==> src/sv/bec_pkg.sv <==
// Shared types and byte codes for the backslash escape codec.
// No dependencies; imported by every module of the codec.
`default_nettype none

package bec_pkg;

	// Special byte codes
	localparam logic [7:0] CODE_BSL  = 8'h5C;
	localparam logic [7:0] CODE_NUL  = 8'h00;
	localparam logic [7:0] CODE_CR   = 8'h0D;
	localparam logic [7:0] CODE_LF   = 8'h0A;
	localparam logic [7:0] CODE_ZERO = 8'h30;
	localparam logic [7:0] CODE_R    = 8'h72;
	localparam logic [7:0] CODE_N    = 8'h6E;

	// Direction register values
	localparam logic DIR_ESCAPE   = 1'b0;
	localparam logic DIR_UNESCAPE = 1'b1;

	// Input item
	typedef struct packed {
		logic [7:0] data_byte;
		logic       end_of_string;
	} in_item_t;

	// Result item
	typedef struct packed {
		logic [7:0] out_byte;
		logic       out_last;
	} out_item_t;

	// Command passed from the classifier to the emitter
	typedef struct packed {
		logic [7:0] first_byte;
		logic [7:0] second_byte;
		logic       two;
		logic       last;
	} cmd_t;

	// Classifier status seen by the top level
	typedef struct packed {
		logic direction;
		logic pending;
	} front_status_t;

endpackage

`default_nettype wire

==> src/sv/bec_front.sv <==
// Classifier: accepts input items, tracks the pending escape and builds commands.
// Depends on bec_pkg.
`default_nettype none

module bec_front (
	input  wire logic                   clk,
	input  wire logic                   arst_n,
	input  wire logic                   cfg_we,
	input  wire logic                   cfg_wdata,
	input  wire logic                   in_valid,
	output logic                        in_ready,
	input  wire bec_pkg::in_item_t      in_data,
	input  wire logic                   queue_full,
	output logic                        push,
	output bec_pkg::cmd_t               push_cmd,
	output bec_pkg::front_status_t      status
);
	import bec_pkg::*;

	logic direction_q;
	logic pending_q;
	logic pending_d;
	logic accept;

	assign in_ready = !queue_full;
	assign accept   = in_valid && in_ready;

	// Classify the accepted item
	always_comb begin
		pending_d            = pending_q;
		push                 = 1'b0;
		push_cmd.first_byte  = in_data.data_byte;
		push_cmd.second_byte = in_data.data_byte;
		push_cmd.two         = 1'b0;
		push_cmd.last        = in_data.end_of_string;
		if (accept) begin
			if (direction_q == DIR_ESCAPE) begin
				pending_d = 1'b0;
				push      = 1'b1;
				case (in_data.data_byte)
					CODE_BSL: begin
						push_cmd.first_byte  = CODE_BSL;
						push_cmd.second_byte = CODE_BSL;
						push_cmd.two         = 1'b1;
					end
					CODE_NUL: begin
						push_cmd.first_byte  = CODE_BSL;
						push_cmd.second_byte = CODE_ZERO;
						push_cmd.two         = 1'b1;
					end
					CODE_CR: begin
						push_cmd.first_byte  = CODE_BSL;
						push_cmd.second_byte = CODE_R;
						push_cmd.two         = 1'b1;
					end
					CODE_LF: begin
						push_cmd.first_byte  = CODE_BSL;
						push_cmd.second_byte = CODE_N;
						push_cmd.two         = 1'b1;
					end
					default: begin
						push_cmd.two = 1'b0;
					end
				endcase
			end else if (pending_q) begin
				pending_d = 1'b0;
				push      = 1'b1;
				case (in_data.data_byte)
					CODE_BSL:  push_cmd.first_byte = CODE_BSL;
					CODE_ZERO: push_cmd.first_byte = CODE_NUL;
					CODE_R:    push_cmd.first_byte = CODE_CR;
					CODE_N:    push_cmd.first_byte = CODE_LF;
					default: begin
						// unknown escape: backslash, then the byte itself
						push_cmd.first_byte = CODE_BSL;
						push_cmd.two        = 1'b1;
					end
				endcase
			end else if (in_data.data_byte == CODE_BSL && !in_data.end_of_string) begin
				// hold the backslash until its second byte arrives
				pending_d = 1'b1;
			end else begin
				push = 1'b1;
			end
		end
	end

	// Hold direction and pending flag; a direction write clears the flag
	always_ff @(posedge clk or negedge arst_n) begin
		if (!arst_n) begin
			direction_q <= DIR_ESCAPE;
			pending_q   <= 1'b0;
		end else if (cfg_we) begin
			direction_q <= cfg_wdata;
			pending_q   <= 1'b0;
		end else begin
			pending_q <= pending_d;
		end
	end

	assign status.direction = direction_q;
	assign status.pending   = pending_q;

endmodule

`default_nettype wire

==> src/sv/bec_queue.sv <==
// Short command queue between classifier and emitter.
// Depends on bec_pkg for the command type.
`default_nettype none

module bec_queue #(
	parameter int DEPTH = 2
) (
	input  wire logic                           clk,
	input  wire logic                           arst_n,
	input  wire logic                           push,
	input  wire bec_pkg::cmd_t                  push_cmd,
	input  wire logic                           pop,
	output logic                                not_empty,
	output logic                                full,
	output bec_pkg::cmd_t                       head_cmd,
	output logic [$clog2(DEPTH+1)-1:0]          count
);
	import bec_pkg::*;

	localparam int PTR_W = (DEPTH > 1) ? $clog2(DEPTH) : 1;
	localparam int CNT_W = $clog2(DEPTH+1);

	cmd_t             entry_q [DEPTH];
	logic [PTR_W-1:0] wr_ptr_q;
	logic [PTR_W-1:0] rd_ptr_q;
	logic [CNT_W-1:0] count_q;
	logic             do_push;
	logic             do_pop;

	assign not_empty = (count_q != '0);
	assign full      = (count_q == CNT_W'(DEPTH));
	assign do_push   = push && !full;
	assign do_pop    = pop && not_empty;
	assign head_cmd  = entry_q[rd_ptr_q];
	assign count     = count_q;

	// Write the entry
	always_ff @(posedge clk) begin
		if (do_push) begin
			entry_q[wr_ptr_q] <= push_cmd;
		end
	end

	// Advance pointers and count
	always_ff @(posedge clk or negedge arst_n) begin
		if (!arst_n) begin
			wr_ptr_q <= '0;
			rd_ptr_q <= '0;
			count_q  <= '0;
		end else begin
			if (do_push) begin
				wr_ptr_q <= (wr_ptr_q == PTR_W'(DEPTH-1)) ? '0 : wr_ptr_q + 1'b1;
			end
			if (do_pop) begin
				rd_ptr_q <= (rd_ptr_q == PTR_W'(DEPTH-1)) ? '0 : rd_ptr_q + 1'b1;
			end
			if (do_push && !do_pop) begin
				count_q <= count_q + 1'b1;
			end else if (do_pop && !do_push) begin
				count_q <= count_q - 1'b1;
			end
		end
	end

endmodule

`default_nettype wire

==> src/sv/bec_back.sv <==
// Emitter: takes commands from the queue and sends one or two result items.
// Depends on bec_pkg.
`default_nettype none

module bec_back (
	input  wire logic               clk,
	input  wire logic               arst_n,
	input  wire logic               queue_valid,
	input  wire bec_pkg::cmd_t      queue_cmd,
	output logic                    pop,
	output logic                    out_valid,
	input  wire logic               out_ready,
	output bec_pkg::out_item_t      out_data
);
	import bec_pkg::*;

	cmd_t cmd_q;
	logic busy_q;
	logic phase_q;
	logic finishing;

	assign finishing = phase_q || !cmd_q.two;
	assign pop       = queue_valid && (!busy_q || (out_ready && finishing));

	// Advance through the bytes of the current command
	always_ff @(posedge clk or negedge arst_n) begin
		if (!arst_n) begin
			busy_q  <= 1'b0;
			phase_q <= 1'b0;
		end else if (pop) begin
			busy_q  <= 1'b1;
			phase_q <= 1'b0;
		end else if (busy_q && out_ready) begin
			if (finishing) begin
				busy_q <= 1'b0;
			end else begin
				phase_q <= 1'b1;
			end
		end
	end

	// Load the next command
	always_ff @(posedge clk) begin
		if (pop) begin
			cmd_q <= queue_cmd;
		end
	end

	// Drive the result item
	assign out_valid         = busy_q;
	assign out_data.out_byte = phase_q ? cmd_q.second_byte : cmd_q.first_byte;
	assign out_data.out_last = cmd_q.last && finishing;

endmodule

`default_nettype wire

==> src/sv/backslash_escape_codec.sv <==
// Backslash escape codec: one input byte in, zero to two output bytes out.
// Throughput is one item per cycle while out_ready is high and each item gives
// at most one result; an item that gives two results holds the output register
// for both, and items behind it wait in a QUEUE_DEPTH-entry command queue, so
// input stalls only once that queue fills. The first result of an item passes
// through the command queue and then the output register.
// Writing cfg_wdata sets the direction (0 escape,
// 1 unescape) and drops any pending backslash; write only while idle.
// Depends on bec_pkg, bec_front, bec_queue, bec_back.
`default_nettype none

module backslash_escape_codec #(
	parameter int QUEUE_DEPTH = 2
) (
	input  wire logic                 clk,
	input  wire logic                 arst_n,
	input  wire logic                 cfg_we,
	input  wire logic                 cfg_wdata,
	input  wire logic                 in_valid,
	output logic                      in_ready,
	input  wire bec_pkg::in_item_t    in_data,
	output logic                      out_valid,
	input  wire logic                 out_ready,
	output bec_pkg::out_item_t        out_data
);
	import bec_pkg::*;

	logic                             push;
	cmd_t                             push_cmd;
	logic                             pop;
	logic                             queue_valid;
	logic                             queue_full;
	cmd_t                             head_cmd;
	logic [$clog2(QUEUE_DEPTH+1)-1:0] queue_count;
	front_status_t                    front_status;

	// Classify items
	bec_front u_front (
		.clk        (clk),
		.arst_n     (arst_n),
		.cfg_we     (cfg_we),
		.cfg_wdata  (cfg_wdata),
		.in_valid   (in_valid),
		.in_ready   (in_ready),
		.in_data    (in_data),
		.queue_full (queue_full),
		.push       (push),
		.push_cmd   (push_cmd),
		.status     (front_status)
	);

	// Buffer commands
	bec_queue #(
		.DEPTH (QUEUE_DEPTH)
	) u_queue (
		.clk       (clk),
		.arst_n    (arst_n),
		.push      (push),
		.push_cmd  (push_cmd),
		.pop       (pop),
		.not_empty (queue_valid),
		.full      (queue_full),
		.head_cmd  (head_cmd),
		.count     (queue_count)
	);

	// Emit result items
	bec_back u_back (
		.clk         (clk),
		.arst_n      (arst_n),
		.queue_valid (queue_valid),
		.queue_cmd   (head_cmd),
		.pop         (pop),
		.out_valid   (out_valid),
		.out_ready   (out_ready),
		.out_data    (out_data)
	);

`ifndef SYNTHESIS
	// A direction write leaves no backslash pending
	a_cfg_clears_pending: assert property (@(posedge clk) disable iff (!arst_n)
		cfg_we |=> !front_status.pending)
		else $error("pending escape survived a direction write");

	// Queue occupancy never exceeds its depth
	a_queue_bound: assert property (@(posedge clk) disable iff (!arst_n)
		queue_count <= ($clog2(QUEUE_DEPTH+1))'(QUEUE_DEPTH))
		else $error("command queue overflow");

	// Every item accepted in escape mode produces a command
	a_escape_pushes: assert property (@(posedge clk) disable iff (!arst_n)
		(in_valid && in_ready && front_status.direction == DIR_ESCAPE) |-> push)
		else $error("escape-mode item dropped");

	// Escape mode never holds a pending backslash
	a_escape_no_pending: assert property (@(posedge clk) disable iff (!arst_n)
		(front_status.direction == DIR_ESCAPE && !cfg_we) |=> !front_status.pending)
		else $error("pending escape in escape mode");
`endif

endmodule

`default_nettype wire
==> config.mk <==
export PLATFORM = sky130hd
export DESIGN_NAME = backslash_escape_codec
export DESIGN_NICKNAME = d
export VERILOG_FILES = /design/src/sv/bec_pkg.sv /design/src/sv/bec_front.sv /design/src/sv/bec_queue.sv /design/src/sv/bec_back.sv /design/src/sv/backslash_escape_codec.sv
export SDC_FILE = /design/constraint.sdc
export NUM_CORES = 1
export LEC_CHECK = 0
export ABC_CLOCK_PERIOD_IN_PS = 3250
export BUFFER_PORTS_ARGS = -buffer_cell sky130_fd_sc_hd__buf_4
export CAP_MARGIN = 10
export CORE_UTILIZATION = 58
export DETAILED_ROUTE_END_ITERATION = 16
export GPL_TIMING_DRIVEN = 0
export PLACE_DENSITY = 0.75
export RECOVER_POWER = 50
export SLEW_MARGIN = 20
export SYNTH_ARGS = -nofsm -noshare
export SYNTH_HDL_FRONTEND = slang
export SYNTH_SLANG_ARGS = --single-unit
==> constraint.sdc <==
create_clock -name clk -period 3.25 [get_ports clk]
set_input_delay 0.1625 -clock clk [delete_from_list [all_inputs] [get_ports clk]]
set_output_delay 0.1625 -clock clk [all_outputs]
set_load 0.03 [all_outputs]
==> results.json <==
{
  "status": "finished, final reports clean",
  "ys.flop_type": "edfxtp_1",
  "fmax_mhz": 392,
  "vias_per_cell": 6.10,
  "met3_usage": 0.0478,
  "wire_per_inst_um": 18.4,
  "fillers": 319,
  "cp.required_ps": 3510,
  "clk_pin_slew_ps": 70,
  "port_buffers": 23,
  "relSlewSlack": 0.355,
  "crit_fanout": 10,
  "post-route-drc-count": 0,
  "ir_drop_v": 0.000573,
  "dr.pass1.iters": 4,
  "endpoint_kind": "flop",
  "route.vias.total": 1800,
  "design_area_um2": 3220,
  "post_synth_num_cell_types": 48,
  "reg2reg_from": "u_back.phase_q",
  "yosys_warnings": 0,
  "yosysSeqAreaShare": 0.648,
  "antenna_found_initial": 0,
  "synth_cells": 200,
  "synth_area_um2": 2810,
  "htree_num_levels": 3,
  "p_leak_nw": 1.15,
  "grt_util_met2": 0.378,
  "min_period_ps": 2550,
  "cts_buffers": 9,
  "tightest_slew_ps": 958,
  "ios": 26,
  "drv_slew": 0,
  "drt_iter0_markers": 137,
  "grt_usage": 0.235,
  "place_area_um2": 3080,
  "min-delay-start": "cfg_wdata",
  "fp.dieArea_um2": 5130,
  "root_buffer": "clkbuf_8",
  "gp_congestion": 0.850,
  "setup.worst_path.start": "u_back.phase_q",
  "worstSetupPathType": "flop to flop",
  "finalCritPeriodShare": 0.784,
  "routed_wl_um": 5440,
  "synth_area_leaders": "edfxtp_1 58%, mux2_2 10%, dfrtp_1 7.1%",
  "rows": 24,
  "fp.coreArea_um2": 4500,
  "maxCapViolCount": 0,
  "synth_edf_count": 54,
  "initial_core_util": 0.624,
  "grt_pass1_vias": 1746,
  "diodes": 0,
  "top_usage_layer": "met2",
  "whs_ps": 28.3,
  "netlist.top_cell.by_area": "edfxtp_1",
  "cts.sink_count": 62,
  "grt_pass1_wl_um": 8570,
  "multiInputGateArea_um2": 898,
  "finalClockSkew_ps": 7.51,
  "layout.area.seq_um2": 1820,
  "avgSynthCellArea_um2": 14.1,
  "postRouteAntennaNets": 0,
  "grtUsageMet1": 0.295,
  "yosys-top-cells-count": "54 x edfxtp_1, 26 x mux2_2, 13 x nand2_1, 11 x nor2_1, 8 x dfrtp_1",
  "ys_seq_elements": 62,
  "cp-start-kind": "flop",
  "cts_buffer_depth": 2,
  "dp_hpwl_um": 3720,
  "syn_to_final_growth_pct": 14.6,
  "fin_nets": 254,
  "hold_viol": 0,
  "p_per_area_nw_per_um2": 883,
  "synth_top_area_share": 0.577,
  "setup_viol": 0,
  "syn_nets": 216,
  "worstPathArrival_ps": 2810,
  "drive_gt1_frac": 0.259,
  "yosysMostFrequentCell": "edfxtp_1",
  "die_h_um": 71.6,
  "async_flop_share": 0.129,
  "rsz0062_at_grt": "false",
  "holdCritPathClass": "primary input to flop",
  "grt_overflow": 0,
  "grt_max_degree": 19,
  "cts_tree": "yes",
  "die_x_um": 71.6,
  "clock_latency_ps": 340
}
## layout make-up
cell class,count,area share
clock buffer,12,0.0450
timing repair buffer,27,0.0551
buffer,9,0.0136
multi-input combinational,123,0.279
sequential,62,0.565
inverter,6,0.00699
tap,52,0.0202
clock inverter,4,0.0148
## registers in the layout (all words and copies together) (netlist names)
signal,count
u_queue.entry_q,36
u_back.cmd_q,18
u_queue.count,2
u_back.out_valid,1
u_back.phase_q,1
u_front.direction_q,1
u_front.pending_q,1
u_queue.rd_ptr_q,1
u_queue.wr_ptr_q,1
## power by group
part | switching (W) | internal (W) | leakage (nW)
combinational | 0.000565 | 0.000349 | 0.450
sequential | 0.0000796 | 0.00119 | 0.599
clock | 0.000285 | 0.000373 | 0.0964
## kinds of logic after synthesis
logic type	synth area share
DFF	0.648
and+or+nand+nor	0.115
AOI/OAI and AO/OA	0.0855
muxes	0.104
buffers and inverters	0.0240
xor gates and xnor gates	0.0187
adders and majority gates	0.00445
## worst max-delay path: stages (launching register included)
cell and delay, ps:
dfrtp_1 330, clkbuf_1 460, nand2b_1 220, nand2_1 80
a21oi_1 610, inv_1 120, ha_1 250, xor2_1 150
nor2_1 120, xor2_1 140
## metal layers
| metal | wire (µm) | share of wire | vias to the layer above |
|---|---|---|---|
| met5 | 0 | 0 | - |
| met4 | 168 | 0.031 | 0 |
| met3 | 248 | 0.046 | 13 |
| met2 | 2630 | 0.48 | 64 |
| met1 | 2390 | 0.44 | 891 |
| li1 | - | - | 832 |
## metrics by stage
stage | worst slack (ps) | utilization | setup TNS (ps) | std cells | total power, W
finish | 701 | 0.715 | 0 | 295 | 0.00284
global route | 410 | 0.715 | 0 | 295 | 0.00298
CTS | 859 | 0.731 | 0 | 295 | 0.00293
detailed placement | 904 | 0.684 | 0 | 277 | 0.00227
global placement | -71.1 | 0.677 | -71.1 | 275 | 0.00219
floorplan | 555 | - | 0 | 200 | 0.00193
## final timing paths
check                                 endpoint  slack [ps]  cells after the start
min                        u_front.direction_q          30                      3
max reg2reg                   u_queue.count[1]         700                      9
max in group asynchronous       u_back.phase_q        2590                      2
min reg2reg                   u_queue.count[1]         490                      1
max                           u_queue.count[1]         700                      9
min in group asynchronous     u_queue.wr_ptr_q         330                      2
## timing repair
item	in CTS	in global routing
hold endpoints to repair	9	0
hold buffers	2	0
gates resized for setup	0	0
setup buffers	0	0
## layout by cell type, fill, tap and decap left out, types with 3 or more instances in the layout
master / Yosys / layout
edfxtp_1: 54 / 54
mux2_2: 26 / 26
clkbuf_1: 3 / 17
nand2_1: 13 / 13
nor2_1: 11 / 11
buf_4: 0 / 11
clkbuf_8: 0 / 10
dfrtp_1: 8 / 8
o21ai_0: 6 / 7
inv_1: 6 / 6
nor3_1: 5 / 6
a21oi_1: 6 / 6
nor2b_1: 4 / 4
nand3_1: 4 / 4
xor2_1: 4 / 4
or3_1: 3 / 3
Power figures use the tool's default switching activity.
